**config.mk**
```make
export PLATFORM = sky130hd
export DESIGN_NAME = shell_line_tokenizer
export DESIGN_NICKNAME = d
export VERILOG_FILES = /design/src/slt_pkg.sv /design/src/shell_line_tokenizer.sv /design/src/slt_front.sv /design/src/slt_queue.sv /design/src/slt_back.sv
export SDC_FILE = /design/constraint.sdc
export NUM_CORES = 1
export LEC_CHECK = 0
export BUFFER_PORTS_ARGS = -buffer_cell sky130_fd_sc_hd__buf_2
export CORE_MARGIN = 10
export CORE_UTILIZATION = 38
export CTS_CLUSTER_SIZE = 40
export DETAILED_ROUTE_END_ITERATION = 16
export PLACE_DENSITY = 0.63
export SLEW_MARGIN = 20
export SYNTH_ARGS = -nofsm -noshare
export SYNTH_HDL_FRONTEND = slang
export SYNTH_SLANG_ARGS = --single-unit
```
**constraint.sdc**
```tcl
create_clock -name clk -period 5.56 [get_ports clk]
set_input_delay 1.39 -clock clk [delete_from_list [all_inputs] [get_ports clk]]
set_output_delay 1.39 -clock clk [all_outputs]
set_load 0.01 [all_outputs]
```
**src/slt_pkg.sv**
```systemverilog
// shared types and constants for the shell line tokenizer
// result kinds, byte codes, result group type and queue sizing; no dependencies
package slt_pkg;

  // result kinds
  localparam logic [2:0] KIND_BYTE   = 3'd0;
  localparam logic [2:0] KIND_PIPE   = 3'd1;
  localparam logic [2:0] KIND_SEMI   = 3'd2;
  localparam logic [2:0] KIND_RIN    = 3'd3;
  localparam logic [2:0] KIND_ROUT   = 3'd4;
  localparam logic [2:0] KIND_APPEND = 3'd5;
  localparam logic [2:0] KIND_WEND   = 3'd6;
  localparam logic [2:0] KIND_DONE   = 3'd7;

  // byte codes the scanner looks at
  localparam logic [7:0] CH_NUL   = 8'h00;
  localparam logic [7:0] CH_TAB   = 8'h09;
  localparam logic [7:0] CH_CR    = 8'h0D;
  localparam logic [7:0] CH_SPACE = 8'h20;
  localparam logic [7:0] CH_DQ    = 8'h22;
  localparam logic [7:0] CH_SQ    = 8'h27;
  localparam logic [7:0] CH_SEMI  = 8'h3B;
  localparam logic [7:0] CH_LT    = 8'h3C;
  localparam logic [7:0] CH_GT    = 8'h3E;
  localparam logic [7:0] CH_PIPE  = 8'h7C;

  // group queue between scanner and output side
  localparam int Q_DEPTH = 4;
  localparam int Q_AW    = $clog2(Q_DEPTH);
  localparam int Q_CW    = $clog2(Q_DEPTH + 1);

  // one result item
  typedef struct packed {
    logic [2:0] kind;
    logic [7:0] ch;
    logic       ws;
    logic       last;
  } res_t;

  // all results caused by one input byte (at most two)
  typedef struct packed {
    res_t [1:0] slot;
    logic [1:0] cnt;
  } grp_t;

  // queue status seen by the scanner
  typedef struct packed {
    logic full;
    logic empty;
  } qstat_t;

endpackage

```
**src/shell_line_tokenizer.sv**
```systemverilog
// Shell command-line tokenizer. One line byte is taken per cycle whenever the
// group queue has room; each byte makes zero, one or two result items (word
// byte, operator, word end, line done), and results leave one item per cycle,
// unless out_stall holds them, from a registered output stage. The sustained
// rate is set by the output port at one result per cycle while it is not
// stalled, with a four-group queue letting the scanner run ahead while the
// output is stalled. No clearing pass after reset. A '>' waits for the next
// byte to tell redirect-out from append.
// top level; depends on slt_pkg, slt_front, slt_queue, slt_back
module shell_line_tokenizer (
  input  logic       clk,
  input  logic       rst_n,
  input  logic       in_valid,
  output logic       in_stall,
  input  logic [7:0] in_ch,
  output logic       out_valid,
  input  logic       out_stall,
  output logic [2:0] out_token_kind,
  output logic [7:0] out_char,
  output logic       out_word_start,
  output logic       out_run_last
);

  slt_pkg::qstat_t qstat;
  slt_pkg::grp_t   f_grp, q_dout;
  slt_pkg::res_t   res;
  logic            q_push, q_pop;

  // scanner
  slt_front u_front (
    .clk      (clk),
    .rst_n    (rst_n),
    .in_valid (in_valid),
    .in_ch    (in_ch),
    .in_stall (in_stall),
    .qstat    (qstat),
    .push     (q_push),
    .grp      (f_grp)
  );

  // group queue
  slt_queue u_queue (
    .clk   (clk),
    .rst_n (rst_n),
    .push  (q_push),
    .din   (f_grp),
    .pop   (q_pop),
    .dout  (q_dout),
    .qstat (qstat)
  );

  // result serializer
  slt_back u_back (
    .clk       (clk),
    .rst_n     (rst_n),
    .qstat     (qstat),
    .qdata     (q_dout),
    .pop       (q_pop),
    .out_valid (out_valid),
    .out_stall (out_stall),
    .res       (res)
  );

  assign out_token_kind = res.kind;
  assign out_char       = res.ch;
  assign out_word_start = res.ws;
  assign out_run_last   = res.last;

`ifndef ASSERT_OFF
  // scanner never pushes into a full queue
  a_no_overflow: assert property (@(posedge clk) disable iff (!rst_n)
    q_push |-> !qstat.full)
    else $error("group pushed into full queue");

  // serializer never pops an empty queue
  a_no_underflow: assert property (@(posedge clk) disable iff (!rst_n)
    q_pop |-> !qstat.empty)
    else $error("group popped from empty queue");

  // non-byte results carry no byte and no word start
  a_clean_token: assert property (@(posedge clk) disable iff (!rst_n)
    (out_valid && out_token_kind != slt_pkg::KIND_BYTE) |->
      (out_char == 8'h00 && !out_word_start))
    else $error("operator result carries byte data");
`endif

endmodule

```
**src/slt_front.sv**
```systemverilog
// scanner: accepts line bytes, tracks scan mode and pending '>', builds result groups
// depends on slt_pkg
module slt_front (
  input  logic            clk,
  input  logic            rst_n,
  input  logic            in_valid,
  input  logic [7:0]      in_ch,
  output logic            in_stall,
  input  slt_pkg::qstat_t qstat,
  output logic            push,
  output slt_pkg::grp_t   grp
);

  localparam logic [1:0] MODE_IDLE = 2'd0;
  localparam logic [1:0] MODE_WORD = 2'd1;
  localparam logic [1:0] MODE_SQ   = 2'd2;
  localparam logic [1:0] MODE_DQ   = 2'd3;

  logic [1:0] mode_r, mode_nxt;
  logic       gt_r, gt_nxt;
  logic       accept;

  assign in_stall = qstat.full;
  assign accept   = in_valid & ~qstat.full;
  assign push     = accept & (grp.cnt != 2'd0);

  // classify the byte and build its result group
  always_comb begin
    logic [1:0] n;
    logic [1:0] nm1;
    logic       blank;
    logic       sep;
    grp      = '0;
    n        = 2'd0;
    nm1      = 2'd0;
    mode_nxt = mode_r;
    gt_nxt   = gt_r;
    blank    = (in_ch == slt_pkg::CH_SPACE) ||
               ((in_ch >= slt_pkg::CH_TAB) && (in_ch <= slt_pkg::CH_CR));
    sep      = blank || (in_ch == slt_pkg::CH_PIPE) || (in_ch == slt_pkg::CH_SEMI) ||
               (in_ch == slt_pkg::CH_LT) || (in_ch == slt_pkg::CH_GT);
    if (gt_r && in_ch == slt_pkg::CH_GT) begin
      // second '>' makes an append and is consumed
      gt_nxt = 1'b0;
      grp.slot[0].kind = slt_pkg::KIND_APPEND;
      n = 2'd1;
    end else begin
      if (gt_r) begin
        gt_nxt = 1'b0;
        grp.slot[0].kind = slt_pkg::KIND_ROUT;
        n = 2'd1;
      end
      if (in_ch == slt_pkg::CH_NUL) begin
        // end of line closes any open word
        if (mode_r != MODE_IDLE) begin
          grp.slot[n[0]].kind = slt_pkg::KIND_WEND;
          n = n + 2'd1;
        end
        grp.slot[n[0]].kind = slt_pkg::KIND_DONE;
        n = n + 2'd1;
        mode_nxt = MODE_IDLE;
      end else if (mode_r == MODE_SQ || mode_r == MODE_DQ) begin
        // quoted run passes every byte but NUL through
        grp.slot[n[0]].kind = slt_pkg::KIND_BYTE;
        grp.slot[n[0]].ch   = in_ch;
        n = n + 2'd1;
        if ((mode_r == MODE_SQ && in_ch == slt_pkg::CH_SQ) ||
            (mode_r == MODE_DQ && in_ch == slt_pkg::CH_DQ)) begin
          mode_nxt = MODE_WORD;
        end
      end else if (sep) begin
        // separator ends the word; pipe, semicolon and '<' give a token, '>' is held
        if (mode_r == MODE_WORD) begin
          grp.slot[n[0]].kind = slt_pkg::KIND_WEND;
          n = n + 2'd1;
        end
        mode_nxt = MODE_IDLE;
        if (in_ch == slt_pkg::CH_PIPE) begin
          grp.slot[n[0]].kind = slt_pkg::KIND_PIPE;
          n = n + 2'd1;
        end else if (in_ch == slt_pkg::CH_SEMI) begin
          grp.slot[n[0]].kind = slt_pkg::KIND_SEMI;
          n = n + 2'd1;
        end else if (in_ch == slt_pkg::CH_LT) begin
          grp.slot[n[0]].kind = slt_pkg::KIND_RIN;
          n = n + 2'd1;
        end else if (in_ch == slt_pkg::CH_GT) begin
          gt_nxt = 1'b1;
        end
      end else begin
        // plain word byte, quotes open a quoted run
        grp.slot[n[0]].kind = slt_pkg::KIND_BYTE;
        grp.slot[n[0]].ch   = in_ch;
        grp.slot[n[0]].ws   = (mode_r == MODE_IDLE);
        n = n + 2'd1;
        if (in_ch == slt_pkg::CH_SQ) begin
          mode_nxt = MODE_SQ;
        end else if (in_ch == slt_pkg::CH_DQ) begin
          mode_nxt = MODE_DQ;
        end else begin
          mode_nxt = MODE_WORD;
        end
      end
    end
    // mark the final result of this byte
    if (n != 2'd0) begin
      nm1 = n - 2'd1;
      grp.slot[nm1[0]].last = 1'b1;
    end
    grp.cnt = n;
  end

  // scan state
  always_ff @(posedge clk) begin
    if (!rst_n) begin
      mode_r <= MODE_IDLE;
      gt_r   <= 1'b0;
    end else if (accept) begin
      mode_r <= mode_nxt;
      gt_r   <= gt_nxt;
    end
  end

endmodule

```
**src/slt_queue.sv**
```systemverilog
// short queue of result groups between scanner and output side
// depends on slt_pkg
module slt_queue (
  input  logic            clk,
  input  logic            rst_n,
  input  logic            push,
  input  slt_pkg::grp_t   din,
  input  logic            pop,
  output slt_pkg::grp_t   dout,
  output slt_pkg::qstat_t qstat
);

  slt_pkg::grp_t                mem_r [slt_pkg::Q_DEPTH];
  logic [slt_pkg::Q_AW-1:0]     wptr_r, rptr_r;
  logic [slt_pkg::Q_CW-1:0]     cnt_r;
  logic                         do_push, do_pop;

  assign qstat.full  = (cnt_r == slt_pkg::Q_CW'(slt_pkg::Q_DEPTH));
  assign qstat.empty = (cnt_r == '0);
  assign do_push     = push & ~qstat.full;
  assign do_pop      = pop & ~qstat.empty;
  assign dout        = mem_r[rptr_r];

  // storage
  always_ff @(posedge clk) begin
    if (do_push) begin
      mem_r[wptr_r] <= din;
    end
  end

  // pointers and fill count
  always_ff @(posedge clk) begin
    if (!rst_n) begin
      wptr_r <= '0;
      rptr_r <= '0;
      cnt_r  <= '0;
    end else begin
      if (do_push) begin
        wptr_r <= wptr_r + 1'b1;
      end
      if (do_pop) begin
        rptr_r <= rptr_r + 1'b1;
      end
      if (do_push && !do_pop) begin
        cnt_r <= cnt_r + 1'b1;
      end else if (do_pop && !do_push) begin
        cnt_r <= cnt_r - 1'b1;
      end
    end
  end

endmodule

```
**src/slt_back.sv**
```systemverilog
// output side: holds one result group, hands out one item a cycle unless stalled
// depends on slt_pkg
module slt_back (
  input  logic            clk,
  input  logic            rst_n,
  input  slt_pkg::qstat_t qstat,
  input  slt_pkg::grp_t   qdata,
  output logic            pop,
  output logic            out_valid,
  input  logic            out_stall,
  output slt_pkg::res_t   res
);

  slt_pkg::grp_t cur_r;
  logic          valid_r;
  logic          sel_r;
  logic          taken;
  logic          last_slot;

  assign out_valid = valid_r;
  assign res       = cur_r.slot[sel_r];
  assign taken     = valid_r & ~out_stall;
  assign last_slot = sel_r | (cur_r.cnt == 2'd1);
  assign pop       = ~qstat.empty & (~valid_r | (taken & last_slot));

  // group payload
  always_ff @(posedge clk) begin
    if (pop) begin
      cur_r <= qdata;
    end
  end

  // slot select and valid
  always_ff @(posedge clk) begin
    if (!rst_n) begin
      valid_r <= 1'b0;
      sel_r   <= 1'b0;
    end else if (pop) begin
      valid_r <= 1'b1;
      sel_r   <= 1'b0;
    end else if (taken && !last_slot) begin
      sel_r <= 1'b1;
    end else if (taken) begin
      valid_r <= 1'b0;
    end
  end

endmodule

```
Word-level counts from Yosys, hierarchy flattened
Memories as Yosys holds them, arrays and structs flattened. A register that Yosys moved wholly into a read port is not among the register bits. Index checks and enable logic that the tools add are counted.

Bits in registers: 12. Memory bits (writable): 112. Input port bits: 12. Logic and storage cells: 168. Memories: 1.

Add/subtract/negate cells: 8. $lt $le $gt $ge: 11. Eq/ne operators: 14. Muxes and demuxes: 81. Bitwise logic cells: 15. Reductions and logical operators: 31.

Memory list: u_queue.mem_r (depth 4, width 28, read ports 1, clocked after Yosys merged registers in 1, write ports 1, line slt_queue.sv:13) `slt_pkg::grp_t mem_r [slt_pkg::Q_DEPTH];`.

Operators with widths (count): two-way mux 26 bit (15); bitwise mux 26 bit (9); demux 13 bit (select 1 bit) (6); two-way mux 13 bit (6); equality test 8 x 6 -> 1 bit (second input constant) (6); two-way mux 2 bit (23); two-way mux 10 bit (2); two-way mux 1 bit (15); two-way mux 3 bit (5); logical AND 1 bit (11); adder 2 x 1 -> 2 bit (second input constant) (5); less-than comparator 1 x 2 -> 1 bit (second input constant) (5); equality test 8 x 7 -> 1 bit (second input constant) (1); greater-or-equal comparator 8 x 4 -> 1 bit (second input constant) (1); less-or-equal comparator 8 x 4 -> 1 bit (second input constant) (1); logical NOT 8 bit (1); nonzero test 2 bit (4); bitwise AND 1 bit (7); logical OR 1 bit (7); inverter 1 bit (6); equality test 2 x 1 -> 1 bit (second input constant) (2); equality test 2 bit (second input constant) (2); greater-or-equal comparator 1 bit (second input constant) (4); adder 3 x 1 -> 3 bit (second input constant) (1); other kinds (12) (15).

Logic depth before layout (Yosys ltp)
Depth in word-level cells: 26. Depth in mapped cells: 15.

By module
A second synthesis with hierarchy kept.

Cell total of the unflattened synthesis: 410. Area, all modules: 6954.2 um^2.

Modules (own cells, without submodules): slt_queue (times used 1, cells an instance 194, area each 4571.9 um^2, seq. area each 3543.4 um^2); slt_front (times used 1, cells an instance 159, area each 1226.2 um^2, seq. area each 60.1 um^2); slt_back (times used 1, cells an instance 57, area each 1156.1 um^2, seq. area each 880.8 um^2).

Worst setup path after synthesis
Ideal clock, no wire load.

Path kind: in2reg. From: input out_stall. To: register u_queue.cnt_r[2] (netlist bit). Library setup time: 0.076 ns. Arrival time: 4.134 ns. Data required time: 5.484 ns. Path slack: 1.351 ns. Cell stages on the path: 9. Buffers on the path: 0. Cell sequence: o21ai_0 > nor2b_1 > inv_1 > ha_1 > inv_1 > fa_1 > xor2_1 > or3_1 > a21boi_0.

Longest elaborated chain between the ends: 9. Elaborated cells on any way between the ends: 11.

Ends and longest elaborated chain: from (decl) (line shell_line_tokenizer.sv:17) `input logic out_stall,`; inverter 1 bit (*) (line slt_back.sv:22) `assign taken = valid_r & ~out_stall;`; bitwise AND 1 bit (*) (line slt_back.sv:22); bitwise AND 1 bit (*) (line slt_back.sv:24) `assign pop = ~qstat.empty & (~valid_r | (taken & last_slot));`; bitwise OR 1 bit (*) (line slt_back.sv:24); bitwise AND 1 bit (*) (line slt_back.sv:24); via q_pop (line shell_line_tokenizer.sv:27) `logic q_push, q_pop;`; bitwise AND 1 bit (*) (line slt_queue.sv:21) `assign do_pop = pop & ~qstat.empty;`; logical NOT 1 bit (line slt_queue.sv:44) `if (do_push && !do_pop) begin`; logical AND 1 bit (line slt_queue.sv:44); two-way mux 3 bit or nonzero test 2 bit (tied branches); to (signal assigned) (line slt_queue.sv:45) `cnt_r <= cnt_r + 1'b1;`; to (signal assigned) (line slt_queue.sv:47) `cnt_r <= cnt_r - 1'b1;`; to (decl) (line slt_queue.sv:15) `logic [slt_pkg::Q_CW-1:0] cnt_r;`.

The timed path passes the listed nets; every way through them passes the cells marked *. A chain may end at the register's enable or synchronous reset.

Worst setup path after layout
From: input in_ch[2]. To: register u_queue.cnt_r[2] (netlist bit).

Longest elaborated chain between the ends: 17. Elaborated cells on any way between the ends: 30.

Ends and longest elaborated chain: from (decl) (line shell_line_tokenizer.sv:15) `input logic [7:0] in_ch,`; greater-or-equal comparator 8 x 4 -> 1 bit or less-or-equal comparator 8 x 4 -> 1 bit (tied branches) (line slt_front.sv:39) `((in_ch >= slt_pkg::CH_TAB) && (in_ch <= slt_pkg::CH_CR));`; logical AND 1 bit (line slt_front.sv:39); logical OR 1 bit (line slt_front.sv:38) `blank = (in_ch == slt_pkg::CH_SPACE) ||`; logical OR 1 bit (3 in a row) (line slt_front.sv:40) `sep = blank || (in_ch == slt_pkg::CH_PIPE) || (in_ch == slt_pkg::CH_SEMI) ||`; logical OR 1 bit (line slt_front.sv:41) `(in_ch == slt_pkg::CH_LT) || (in_ch == slt_pkg::CH_GT);`; two-way mux 2 bit (line slt_front.sv:71) `end else if (sep) begin`; two-way mux 2 bit (line slt_front.sv:62) `end else if (mode_r == MODE_SQ || mode_r == MODE_DQ) begin`; two-way mux 2 bit (line slt_front.sv:53) `if (in_ch == slt_pkg::CH_NUL) begin`; two-way mux 2 bit (*) (line slt_front.sv:42) `if (gt_r && in_ch == slt_pkg::CH_GT) begin`; nonzero test 2 bit (*) (line slt_front.sv:25) `assign push = accept & (grp.cnt != 2'd0);`; bitwise AND 1 bit (*) (line slt_front.sv:25); bitwise AND 1 bit (*) (line slt_queue.sv:20) `assign do_push = push & ~qstat.full;`; via u_queue.do_push (line slt_queue.sv:16) `logic do_push, do_pop;`; logical NOT 1 bit (line slt_queue.sv:46) `end else if (do_pop && !do_push) begin`; logical AND 1 bit (line slt_queue.sv:46); nonzero test 2 bit (no line).

Marked as above.

==> results.py <==
metrics = {
    "detailed_routing": {
        "drcViolationCount": 0,
        "met1_length_microns": 5845,
        "dr_wl_met2_microns": 6118,
        "dr_wl_met3_microns": 376,
        "totalWireLength_microns": 12560,
        "dr.pass1.iters": 4,
        "ant_nets": 0,
        "routedWlPerCell_microns": 18.66,
        "vias": 3465,
        "top_layer": "met4",
        "via_per_inst": 5.149,
        "drt_first_iter_violations": 258,
    },
    "placement": {
        "place_inst": 641,
        "hpwlAfterDp_microns": 8097,
        "gp_congestion": 0.8479,
        "port_buffers": 26,
    },
    "clock_network": {
        "cts_max_level": 4,
        "clkTransAtPathRegs_ns": 0.06,
        "ctsHoldBuffers": 0,
        "cts_resized": 0,
        "clockBufferDepth": 2,
        "clock_sinks": 152,
        "root_buffer": "clkbuf_16",
        "cts_buffers": 17,
        "postCtsSetupRepairBufs": 0,
        "cts_tree": "built",
        "clkLatencyLatePin_ns": 0.42,
    },
    "power_and_ir_drop": {
        "pwr-share-comb": 0.197,
        "p_sw_frac": 0.2574,
        "vdd_drop_max_mv": 0.2931,
        "p_sw_mw": 0.8567,
        "leakage_nw": 2.536,
        "cellPowerDensity_nw_per_um2": 440.5,
        "power.share.clock": 0.324,
        "p_int_mw": 2.472,
        "finalPower_mw": 3.328,
        "seq_power_share": 0.479,
    },
    "setup_path": {
        "cp-end-kind": "register",
        "cpPeakStageDelay_ns": 0.43,
        "critPathSlowestCell": "or3b_4",
        "critPathKind": "primary input to register",
        "crit_buf_inv": 2,
        "worstPathRequired_ns": 5.90,
        "crit_family": "simple AND/OR/NAND/NOR gates",
        "cp_common_cell": "ha_1",
        "cp_cell_sequence": "buf_2 > or3b_4 > nor3_1 > ha_1 > mux2i_1 > o211ai_1 > o211ai_4 > a21oi_4 > ha_1 > inv_1 > fa_1 > xor2_1 > or3_1 > a21boi_0",
        "critPathMaxFanout": 14,
        "start_kind": "primary input",
        "crit_arrival_ns": 4.47,
    },
    "timing": {
        "final_max_slew_viol_count": 0,
        "grt_setup_unrepaired": "false",
        "hold_viol_final": 0,
        "period_share": 0.7440,
        "fmax_mhz": 241.8,
        "finalCriticalPeriod_ns": 4.137,
        "fin_worst_skew_ns": 0.008175,
        "whs_ns": 0.5032,
        "setup-violations-final": 0,
        "tightestPinTransition_ns": 0.8842,
        "tns_ns": 0,
        "relSlewSlack": 0.4097,
    },
    "logic_synthesis": {
        "synthMuxAreaShare": 0.1263,
        "synth-main-ff-cell": "edfxtp_1",
        "synth.distinct_cells": 55,
        "synth_compound_area_frac": 0.05073,
        "syn_area_sq_um": 6635,
        "ys_warn_count": 0,
        "syn_nets": 430,
        "avgSynthCellArea_sq_um": 16.55,
        "synthXorXnorAreaFrac": 0.005280,
        "synth_top_family_by_area": "multiplexers",
        "yosysSeqAreaShare": 0.6698,
        "synth-seq-cells": 152,
        "synth_enable_flop_cells": 140,
        "synthSimpleGateAreaFrac": 0.09146,
        "async_flop_share": 0,
        "syn_inst": 401,
        "synth_adder_area_share": 0.03319,
    },
    "die": {
        "io_pins": 27,
        "rows": 48,
        "core_area_sq_um": 17240,
        "die-area_sq_um": 23150,
        "die_w_microns": 152.1,
        "die_h_microns": 152.1,
        "initial_core_util": 0.3849,
    },
    "grt": {
        "grt_max_degree": 32,
        "grt.overflow.total": 0,
        "first_global_vias": 3674,
        "grt_pass1_wl_microns": 20350,
        "grt_use_total": 0.1118,
        "antenna_found_initial": 0,
    },
    "cells_and_area": {
        "final_cell_mix": "edfxtp_1, mux4_2, buf_2",
        "drive_gt1_frac": 0.2567,
        "final_common_cell": "edfxtp_1",
        "finalNetCount": 464,
        "fin_cells": 673,
        "n_antenna_cell": 0,
        "syn2layout_area_growth_pct": 13.88,
    },
    "worst_hold_path": {
        "hold_class": "register to register",
    },
    "run": {
        "max_cap_violations": 0,
    },
    "status": {
        "status": "finished clean",
    },
}
==> state kept, by name (all words and copies together), names as in the netlist <==
name and flops:
u_front.mode_r 2, u_queue.mem_r 112, u_back.cur_r 28, u_front.gt_r 1, u_back.sel_r 1, u_queue.wptr_r 2
u_queue.rptr_r 2, u_back.out_valid 1, u_queue.cnt_r 3
==> kinds of logic (layout without fill, tap and decap cells) <==
kind of cell	Yosys count	in the layout
simple gates	104	104
fa+ha+maj	17	17
xor+xnor	4	4
compound gates	46	46
mux	47	47
buf+inv	31	78
flops	152	152
==> power by group through the flow <==
| stage | Sequential [mW] | Clock, mW | Combinational, mW |
|---|---|---|---|
| after floorplan | 1.57 | 0 | 0.499 |
| after global placement | 1.61 | 0 | 0.665 |
| after detailed placement | 1.62 | 0 | 0.679 |
| after CTS | 1.60 | 1.10 | 0.683 |
| after global routing | 1.62 | 1.16 | 0.730 |
| final | 1.59 | 1.08 | 0.657 |
==> tightest hold or removal path: cells and delay by family (launching register included) <==
kind	cells	cell delay, ns
DFF	1	0.33
and+or+nand+nor	1	0.06
muxes	1	0.06
==> final timing paths <==
check,from,end,slack (ns),cells after the start
worst max-delay path,in_ch[2],u_queue.cnt_r[2],1.42,14
worst max register to register,u_front.gt_r,u_queue.cnt_r[2],1.85,13
worst min-delay path,u_queue.wptr_r[1],u_queue.wptr_r[1],0.50,2
worst min register to register,u_queue.wptr_r[1],u_queue.wptr_r[1],0.50,2
==> stage by stage <==
stage            util  worst slack, ns  area (sq um)
2_1_floorplan       -            1.351          6635
5_1_grt        0.4384            1.233          7556
3_3_place_gp   0.4059            1.131          6995
3_5_place_dp   0.4059            1.022          6995
6_report       0.4384            1.424          7556
4_1_cts        0.4384            1.474          7556
==> per-layer routing <==
layer	vias up	track usage
met3	24	0.02851
met4	0	0.04952
met1	1752	0.1398
met2	59	0.1791
li1	1630	-
met5	-	0
==> area by class of cell <==
class,instances,area [sq um]
clock buffers,18,429.2
clock inverters,14,131.4
fillers,1538,9681
inverters,14,52.55
multi-input cells,218,2039
flip-flops and latches,152,4447
well taps,225,281.5
repair buffers,32,175.2
==> cell usage after synthesis, drive strengths merged, types with 7 or more instances <==
cell type	number	area, sq um
inv	14	52.55
edfxtp	140	4204
nand2	16	60.06
mux2	14	157.7
ha	16	200.2
nor3	10	50.05
mux4	28	630.6
a21oi	11	70.07
buf	11	78.82
dfxtp	12	240.2
nand3	8	50.05
nor2	21	81.33
and2	24	150.1
o21ai	7	35.03
Power figures use the tool's default switching activity.
